==> src/hw/rtl/lrf_pkg.sv <==
package lrf_pkg;

	localparam int DISPLAY_WIDTH  = 256;
	localparam int DISPLAY_HEIGHT = 128;
	localparam int ROW_BYTES      = 16;
	localparam int COORD_BITS     = 12;

	localparam logic OP_START = 1'b0;
	localparam logic OP_STEP  = 1'b1;

	localparam logic [7:0] MASK_MSB = 8'h80;

	typedef logic signed [COORD_BITS-1:0] coord_t;

endpackage

==> src/hw/rtl/line_rasterizer_framebuffer.sv <==
// A pixel word appears on the pix channel in the cycle after its command is accepted.
// Throughput: one command word per cycle, but none while a pixel word is stalled; a new
// word is taken in the cycle the held pixel leaves. A step command while no line
// is active is consumed and gives no pixel word. Reset (arst_n low, asynchronous)
// clears all line state and the output valid; the block starts idle.
module line_rasterizer_framebuffer (
	input  logic            clk,
	input  logic            arst_n,
	input  logic            cmd_valid,
	output logic            cmd_stall,
	input  logic            operation,
	input  lrf_pkg::coord_t x_start,
	input  lrf_pkg::coord_t y_start,
	input  lrf_pkg::coord_t x_end,
	input  lrf_pkg::coord_t y_end,
	input  logic            color,
	output logic            pix_valid,
	input  logic            pix_stall,
	output lrf_pkg::coord_t pixel_x,
	output lrf_pkg::coord_t pixel_y,
	output logic [11:0]     byte_offset,
	output logic [7:0]      bit_mask,
	output logic            pixel_color,
	output logic            visible,
	output logic            last
);
	import lrf_pkg::*;

	coord_t             cur_x_q, cur_y_q, end_x_q, end_y_q;
	logic signed [12:0] delta_x_q, neg_delta_y_q;
	logic               step_x_neg_q, step_y_neg_q;
	logic signed [14:0] error_term_q;
	logic               line_color_q, active_q;

	coord_t             nx, ny, nex, ney;
	logic signed [12:0] ndx, nndy, dxs, dys;
	logic               nsxn, nsyn, ncol;
	logic signed [14:0] nerr;
	logic signed [15:0] e2;
	logic               do_x, do_y, take, emit;
	logic               vis, fin;
	logic [23:0]        off_w;

	logic               pix_valid_q;
	coord_t             pixel_x_q, pixel_y_q;
	logic [11:0]        byte_offset_q;
	logic [7:0]         bit_mask_q;
	logic               pixel_color_q, visible_q, last_q;

	assign cmd_stall = pix_valid_q && pix_stall;
	assign take      = cmd_valid && !cmd_stall;

	always_comb begin
		nx   = cur_x_q;
		ny   = cur_y_q;
		nex  = end_x_q;
		ney  = end_y_q;
		ndx  = delta_x_q;
		nndy = neg_delta_y_q;
		nsxn = step_x_neg_q;
		nsyn = step_y_neg_q;
		nerr = error_term_q;
		ncol = line_color_q;
		emit = 1'b0;
		dxs  = 13'(x_end) - 13'(x_start);
		dys  = 13'(y_end) - 13'(y_start);
		e2   = {error_term_q[14], error_term_q[14:0]} <<< 1;
		do_x = e2 >= 16'(neg_delta_y_q);
		do_y = e2 <= 16'(delta_x_q);
		if (operation == OP_START) begin
			nx   = x_start;
			ny   = y_start;
			nex  = x_end;
			ney  = y_end;
			ndx  = dxs[12] ? -dxs : dxs;
			nndy = dys[12] ? dys : -dys;
			nsxn = !(x_start < x_end);
			nsyn = !(y_start < y_end);
			nerr = 15'(ndx) + 15'(nndy);
			ncol = color;
			emit = 1'b1;
		end else if (operation == OP_STEP && active_q) begin
			nerr = error_term_q + (do_x ? 15'(neg_delta_y_q) : 15'sd0)
				+ (do_y ? 15'(delta_x_q) : 15'sd0);
			if (do_x) begin
				nx = cur_x_q + {{(COORD_BITS-1){step_x_neg_q}}, 1'b1};
			end
			if (do_y) begin
				ny = cur_y_q + {{(COORD_BITS-1){step_y_neg_q}}, 1'b1};
			end
			emit = 1'b1;
		end
		vis = !nx[COORD_BITS-1] && ({1'b0, nx} < (COORD_BITS+1)'(DISPLAY_WIDTH))
			&& !ny[COORD_BITS-1] && ({1'b0, ny} < (COORD_BITS+1)'(DISPLAY_HEIGHT));
		off_w = 24'($unsigned(nx)) * 24'(ROW_BYTES) + 24'($unsigned(ny) >> 3);
		fin   = (nx == nex) && (ny == ney);
	end

	always_ff @(posedge clk or negedge arst_n) begin
		if (!arst_n) begin
			cur_x_q       <= '0;
			cur_y_q       <= '0;
			end_x_q       <= '0;
			end_y_q       <= '0;
			delta_x_q     <= '0;
			neg_delta_y_q <= '0;
			step_x_neg_q  <= 1'b0;
			step_y_neg_q  <= 1'b0;
			error_term_q  <= '0;
			line_color_q  <= 1'b0;
			active_q      <= 1'b0;
			pix_valid_q   <= 1'b0;
		end else begin
			if (take && emit) begin
				cur_x_q       <= nx;
				cur_y_q       <= ny;
				end_x_q       <= nex;
				end_y_q       <= ney;
				delta_x_q     <= ndx;
				neg_delta_y_q <= nndy;
				step_x_neg_q  <= nsxn;
				step_y_neg_q  <= nsyn;
				error_term_q  <= nerr;
				line_color_q  <= ncol;
				active_q      <= !fin;
				pix_valid_q   <= 1'b1;
			end else if (!pix_stall) begin
				pix_valid_q   <= 1'b0;
			end
		end
	end

	// hold the pixel word while stalled
	always_ff @(posedge clk) begin
		if (take && emit) begin
			pixel_x_q     <= nx;
			pixel_y_q     <= ny;
			byte_offset_q <= vis ? off_w[11:0] : 12'd0;
			bit_mask_q    <= vis ? (MASK_MSB >> ny[2:0]) : 8'd0;
			pixel_color_q <= ncol;
			visible_q     <= vis;
			last_q        <= fin;
		end
	end

	assign pix_valid   = pix_valid_q;
	assign pixel_x     = pixel_x_q;
	assign pixel_y     = pixel_y_q;
	assign byte_offset = byte_offset_q;
	assign bit_mask    = bit_mask_q;
	assign pixel_color = pixel_color_q;
	assign visible     = visible_q;
	assign last        = last_q;

endmodule

==> config.mk <==
export PLATFORM = sky130hd
export DESIGN_NAME = line_rasterizer_framebuffer
export DESIGN_NICKNAME = d
export VERILOG_FILES = /design/src/hw/rtl/lrf_pkg.sv /design/src/hw/rtl/line_rasterizer_framebuffer.sv
export SDC_FILE = /design/constraint.sdc
export NUM_CORES = 1
export LEC_CHECK = 0
export BUFFER_PORTS_ARGS = -buffer_cell sky130_fd_sc_hd__buf_2
export CAP_MARGIN = 10
export CORE_MARGIN = 2
export CORE_UTILIZATION = 35
export CTS_CLUSTER_SIZE = 16
export DETAILED_ROUTE_END_ITERATION = 10
export SKIP_LAST_GASP = 1
export SYNTH_ARGS = -nofsm -noshare
export SYNTH_HDL_FRONTEND = slang
export SYNTH_SLANG_ARGS = --single-unit
==> constraint.sdc <==
create_clock -name clk -period 12.5 [get_ports clk]
set_clock_uncertainty 0.05 [all_clocks]
set_input_delay 0.625 -clock clk [delete_from_list [all_inputs] [get_ports clk]]
set_output_delay 0.625 -clock clk [all_outputs]
set_load 0.1 [all_outputs]
# ---- Word level (Yosys, flattened, before mapping)
# Cells that the tools add are included.
dict set report totals {
  output_inout_bits 49
  input_bits 54
  regBits 141
}
dict set report op_classes {
  muxes 19
  shifts 1
  bitwise_logic 1
  n_eq_ne 4
  reduce_logical 16
  order_cmp 6
  n_addsub 10
}
# operator count
set ops {}
lappend ops {{$mux W12} 8}
lappend ops {{$mux W15} 4}
lappend ops {{$add A15 B15 Y15} 2}
lappend ops {{$mux W13} 2}
lappend ops {{$neg A13 Y13} 2}
lappend ops {{$sub A12 B12 Y13} 2}
lappend ops {{$add A12 B12 Y12} 2}
lappend ops {{$eq A12 B12 Y1} 2}
lappend ops {{$lt A12 B12 Y1} 2}
lappend ops {{$ge A16 B13 Y1} 1}
lappend ops {{$le A16 B13 Y1} 1}
lappend ops {{$add A13 B13 Y14} 1}
lappend ops {{$add A12 B9 Y12} 1}
lappend ops {{$lt A12 B8 Y1 const B} 1}
lappend ops {{$lt A12 B9 Y1 const B} 1}
lappend ops {{$logic_and A1 B1 Y1} 8}
lappend ops {{$shr A8 B3 Y8 const A} 1}
lappend ops {{$logic_not A1 Y1} 6}
lappend ops {{$mux W1} 5}
lappend ops {{$ne A2 B1 Y1 const B} 2}
lappend ops {{$reduce_and A2 Y1} 2}
lappend ops {{$not A1 Y1} 1}

# ---- Logic depth before layout (Yosys ltp)
dict set report depth {
  ltp_word 8
  ltp_mapped 25
}

# ---- Least setup slack after synthesis
# OpenSTA, ideal clock, no wires.
dict set report synth_timing {
  kind {input port to flip-flop}
  start {in y_end[0]}
  end {reg error_term_q[12]}
  arrival_ns 5.568
  required_time_ns 12.326
  slack_ns 6.758
  setup_ns 0.124
  path_stages 23
  n_path_buf 1
  cell_sequence {inv_1 > ha_1 > inv_1 > fa_1 > a21o_1 > a21oi_1 > o21ai_0 > a2111oi_0 > o31ai_1 > mux2i_1 > clkbuf_1 > mux2_2 > fa_1 > a21o_1 > a21oi_1 > o21bai_1 > a21oi_1 > o21bai_1 > a21oi_1 > o21ai_0 > a31oi_1 > mux2_2 > a211o_1}
}
dict set report synth_between {
  elab_chain_cells 5
}
# item line_no
set synth_rtl {}
lappend synth_rtl {{start: declaration} line_rasterizer_framebuffer.sv:15} ;# input lrf_pkg::coord_t y_end,
lappend synth_rtl {{$sub A12 B12 Y13 *} line_rasterizer_framebuffer.sv:66} ;# dys = 13'(y_end) - 13'(y_start);
lappend synth_rtl {{$neg A13 Y13} line_rasterizer_framebuffer.sv:76} ;# nndy = dys[12] ? dys : -dys;
lappend synth_rtl {{$mux W13 *} line_rasterizer_framebuffer.sv:76}
lappend synth_rtl {{$add A13 B13 Y14 *} line_rasterizer_framebuffer.sv:79} ;# nerr = 15'(ndx) + 15'(nndy);
lappend synth_rtl {{$mux W15 *} line_rasterizer_framebuffer.sv:70} ;# if (operation == OP_START) begin
lappend synth_rtl {{end signal: assignment} line_rasterizer_framebuffer.sv:123} ;# error_term_q <= nerr;
lappend synth_rtl {{end: declaration} line_rasterizer_framebuffer.sv:32} ;# logic signed [14:0] error_term_q;
# Mark *: on every way between the ends. The rest lies on a longest branch, timed or not.
# A chain may end at the register's enable or synchronous reset.

# ---- Worst setup path after layout
# Same ends and word-level chain as after synthesis.

==> results.json <==
{
  "outcome": "completed",
  "crit_type": "in2reg",
  "r2r-end": "error_term_q[13]",
  "crit_fanout": 12,
  "power.internal_uw": 1819,
  "die_area_um2": 34150,
  "ir_drop_uv": 116.7,
  "async_reset_ff_share_pct": 66.67,
  "synthSimpleGateAreaFrac_pct": 15.66,
  "worstPathArrival_ns": 6.57,
  "initialDrtViolationCount": 673,
  "topRoutingLayerUsed": "met4",
  "cp-start-kind": "input pin",
  "cts_tree": "done",
  "drcViolationCount": 0,
  "wl_met2_mm": 14.83,
  "ctsHoldBuffers": 0,
  "hpwl_mm": 24.40,
  "via_per_inst": 5.221,
  "synth_area_leader_cell": "dfrtp_1",
  "track_usage_pct": 19.28,
  "hp-class": "in2async",
  "grt_pass1_vias": 9212,
  "slew_violations": 0,
  "maxCapViolCount": 0,
  "grt_max_degree": 70,
  "p_total_uw": 3513,
  "clkTransAtPathRegs_ns": 0.07,
  "syn_area_per_cell_um2": 9.272,
  "ios": 103,
  "synth_xor_area_share_pct": 9.492,
  "synth_most_common_cell": "nand2_1",
  "port_buffers": 102,
  "rsz0062_at_grt": "no",
  "cts-root-buf": "clkbuf_16",
  "tightest_slew_ns": 0.9231,
  "crit_chain": "buf_2, inv_1, ha_1, inv_1, fa_1, a21o_1, a21oi_1, o21ai_0, a2111oi_0, o31ai_1, mux2i_1, mux2_2, fa_1, a21o_1, a21oi_1, o21bai_1, a21oi_1, o21bai_1, a21oi_1, o21ai_0, a31oi_1, mux2_2, a211o_1",
  "fin_crit_ns": 6.297,
  "cts_buffer_depth": 2,
  "rr_worst_depth": 19,
  "clkLatencyLatePin_ns": 0.44,
  "fillers": 3282,
  "core_area_um2": 32370,
  "drt-met1-wl_mm": 14.59,
  "dr.pass1.iters": 5,
  "grt-ovfl-total": 0,
  "nets": 1509,
  "cp_data_required_time_ns": 12.77,
  "synth_nets": 1418,
  "post_drt_wl_per_cell_um": 17.81,
  "ys_ff_latch": 141,
  "drive_gt1_share_pct": 16.22,
  "slew_headroom_pct": 37.59,
  "worstSetupEndpointType": "register",
  "drt_wl_total_mm": 31.71,
  "ys_seq_area_share_pct": 32.89,
  "p_leak_uw": 0.005943,
  "yosys-top-cells-count": "nand2_1, ha_1, nor2_1",
  "grt_antenna_before_repair": 0,
  "synth_top_cell_area_share_pct": 20.56,
  "h-tree-depth": 4,
  "report.final.hold_viol_count": 0,
  "crit_top_cell": "a21oi_1",
  "gp_congestion": 0.8934,
  "synthDistinctLibCells": 79,
  "pwr-share-comb_pct": 63.7,
  "slowest_delay_ns": 0.76,
  "numCtsBuffers": 17,
  "period_share_pct": 50.37,
  "synth_fa_ha_area_share_pct": 15.59,
  "die_x_um": 184.8,
  "vias": 9294,
  "yosys-mux-area-fraction_pct": 6.714,
  "p_per_area_nw_per_um2": 269.3,
  "power.share.sequential_pct": 20.6,
  "fmax_mhz": 158.8,
  "finalSetupTns_ns": 0,
  "ff2ff_setup_slack_ns": 6.57,
  "ys_warn_count": 0,
  "synth_edf_count": 47,
  "synth.area.top_cells": "dfrtp_1, edfxtp_1, ha_1",
  "die_h_um": 184.8,
  "initial_core_util_pct": 35.35,
  "cts-resized-gates": 0,
  "netlist_instances": 1234,
  "met3_length_mm": 1.408,
  "post_cts_buffers": 0,
  "synth_compound_area_share_pct": 15.13,
  "grt_pass1_wl_mm": 50.92,
  "ant_nets": 0,
  "clkPwrFrac_pct": 15.6,
  "ys.flop_type": "dfrtp_1",
  "cpMaxStageDelayCell": "a2111oi_0",
  "setup_violations": 0,
  "syn_area_um2": 11440,
  "clock-sinks": 141,
  "diodes": 0,
  "switchingPower_uw": 1693,
  "row_count": 66,
  "crit_family": "compound AO/OA/AOI/OAI gates",
  "p_sw_share_pct": 48.21,
  "area_delta_synth_final_pct": 13.98,
  "synth_top_family_by_area": "simple AND/OR/NAND/NOR gates",
  "reg2reg_from": "error_term_q[1]",
  "path_buf_inv": 3
}
-- layout make-up --
cell class              instances  area [um2]  share of cell area (%)
multi-input cells             961        7177                   55.03
clock buffers                  17       425.4                   3.262
flip-flops and latches        141        3764                   28.86
repair buffers                111       583.1                   4.471
well taps                     442       553.0                   4.241
inverters                      93       349.1                   2.677
clock inverters                15       190.2                   1.458
-- cells by family after synthesis --
group	count (synthesis)
compound gates	265
flops	141
xor+xnor	119
simple gates	377
buf+inv	132
mux	70
fa+ha+maj	130
-- how the worst max path moves through the flow --
stage / from / endpoint / cells after the start
floorplan: y_end[0] / error_term_q[12] / 23
global placement: y_end[0] / error_term_q[12] / 23
detailed placement: y_end[0] / error_term_q[12] / 23
CTS: y_end[0] / error_term_q[12] / 23
global route: y_end[0] / error_term_q[12] / 23
finish: y_end[0] / error_term_q[12] / 23
-- per-layer routing --
layer	GRT usage [%]	vias to the layer above
li1	-	4591
met1	25.71	4411
met2	32.15	241
met3	2.576	51
met4	6.635	0
met5	0	-
-- state kept, by name (all words and copies together), names as in the netlist, 8 cells and up --
register       cells
pixel_y           12
end_x_q           12
delta_x_q         13
byte_offset       12
cur_x_q           12
end_y_q           12
cur_y_q           12
bit_mask           8
neg_delta_y_q     13
pixel_x           12
error_term_q      15
-- per-stage QoR --
| step | util [%] | setup WS [ns] | cells | instance area, um2 | hold slack [ns] |
|---|---|---|---|---|---|
| 5_1_grt | 40.29 | 5.814 | 1780 | 13040 | 0.08666 |
| 3_3_place_gp | 38.39 | 5.937 | 1748 | 12430 | 0.4307 |
| 4_1_cts | 40.29 | 6.260 | 1780 | 13040 | 0.07909 |
| 2_1_floorplan | - | 6.758 | 1234 | 11440 | 0.2794 |
| 6_report | 40.29 | 6.203 | 1780 | 13040 | 0.06091 |
| 3_5_place_dp | 38.39 | 5.809 | 1748 | 12430 | 0.4378 |
-- cell usage in the layout (no fill, tap or decap), types with 4 or more instances in the layout --
master,Yosys,routed
clkbuf_16,0,17
o21bai_1,9,9
nor4_1,5,5
mux2i_1,19,19
ha_1,109,109
o311ai_0,5,5
nand2b_1,15,15
o21a_1,7,7
mux2_2,50,50
dfrtp_1,94,94
nor3b_1,5,5
nor3_1,48,48
a311oi_1,4,4
inv_8,0,4
or3_1,7,7
nor2_1,97,97
inv_6,0,6
a21o_1,24,24
xor2_1,51,51
nor2b_1,10,10
a21oi_1,72,72
buf_2,1,100
nand2_1,120,119
nand3_1,25,24
o211ai_1,7,7
a31oi_1,14,14
o21ai_0,67,67
edfxtp_1,47,47
buf_4,1,11
nor4b_1,4,4
nand4_1,18,18
and4b_1,4,4
o31ai_1,8,8
or2_2,4,4
a211oi_1,8,8
inv_1,92,91
fa_1,21,21
xnor2_1,65,65
-- power by group through the flow --
stage	Sequential [uW]	Combinational [uW]	Clock, uW
after global routing	743	2510	576
after CTS	725	2240	556
after global placement	730	2180	0
after floorplan	845	1600	0
after detailed placement	733	2220	0
final	724	2240	549
Power figures use the tool's default switching activity.
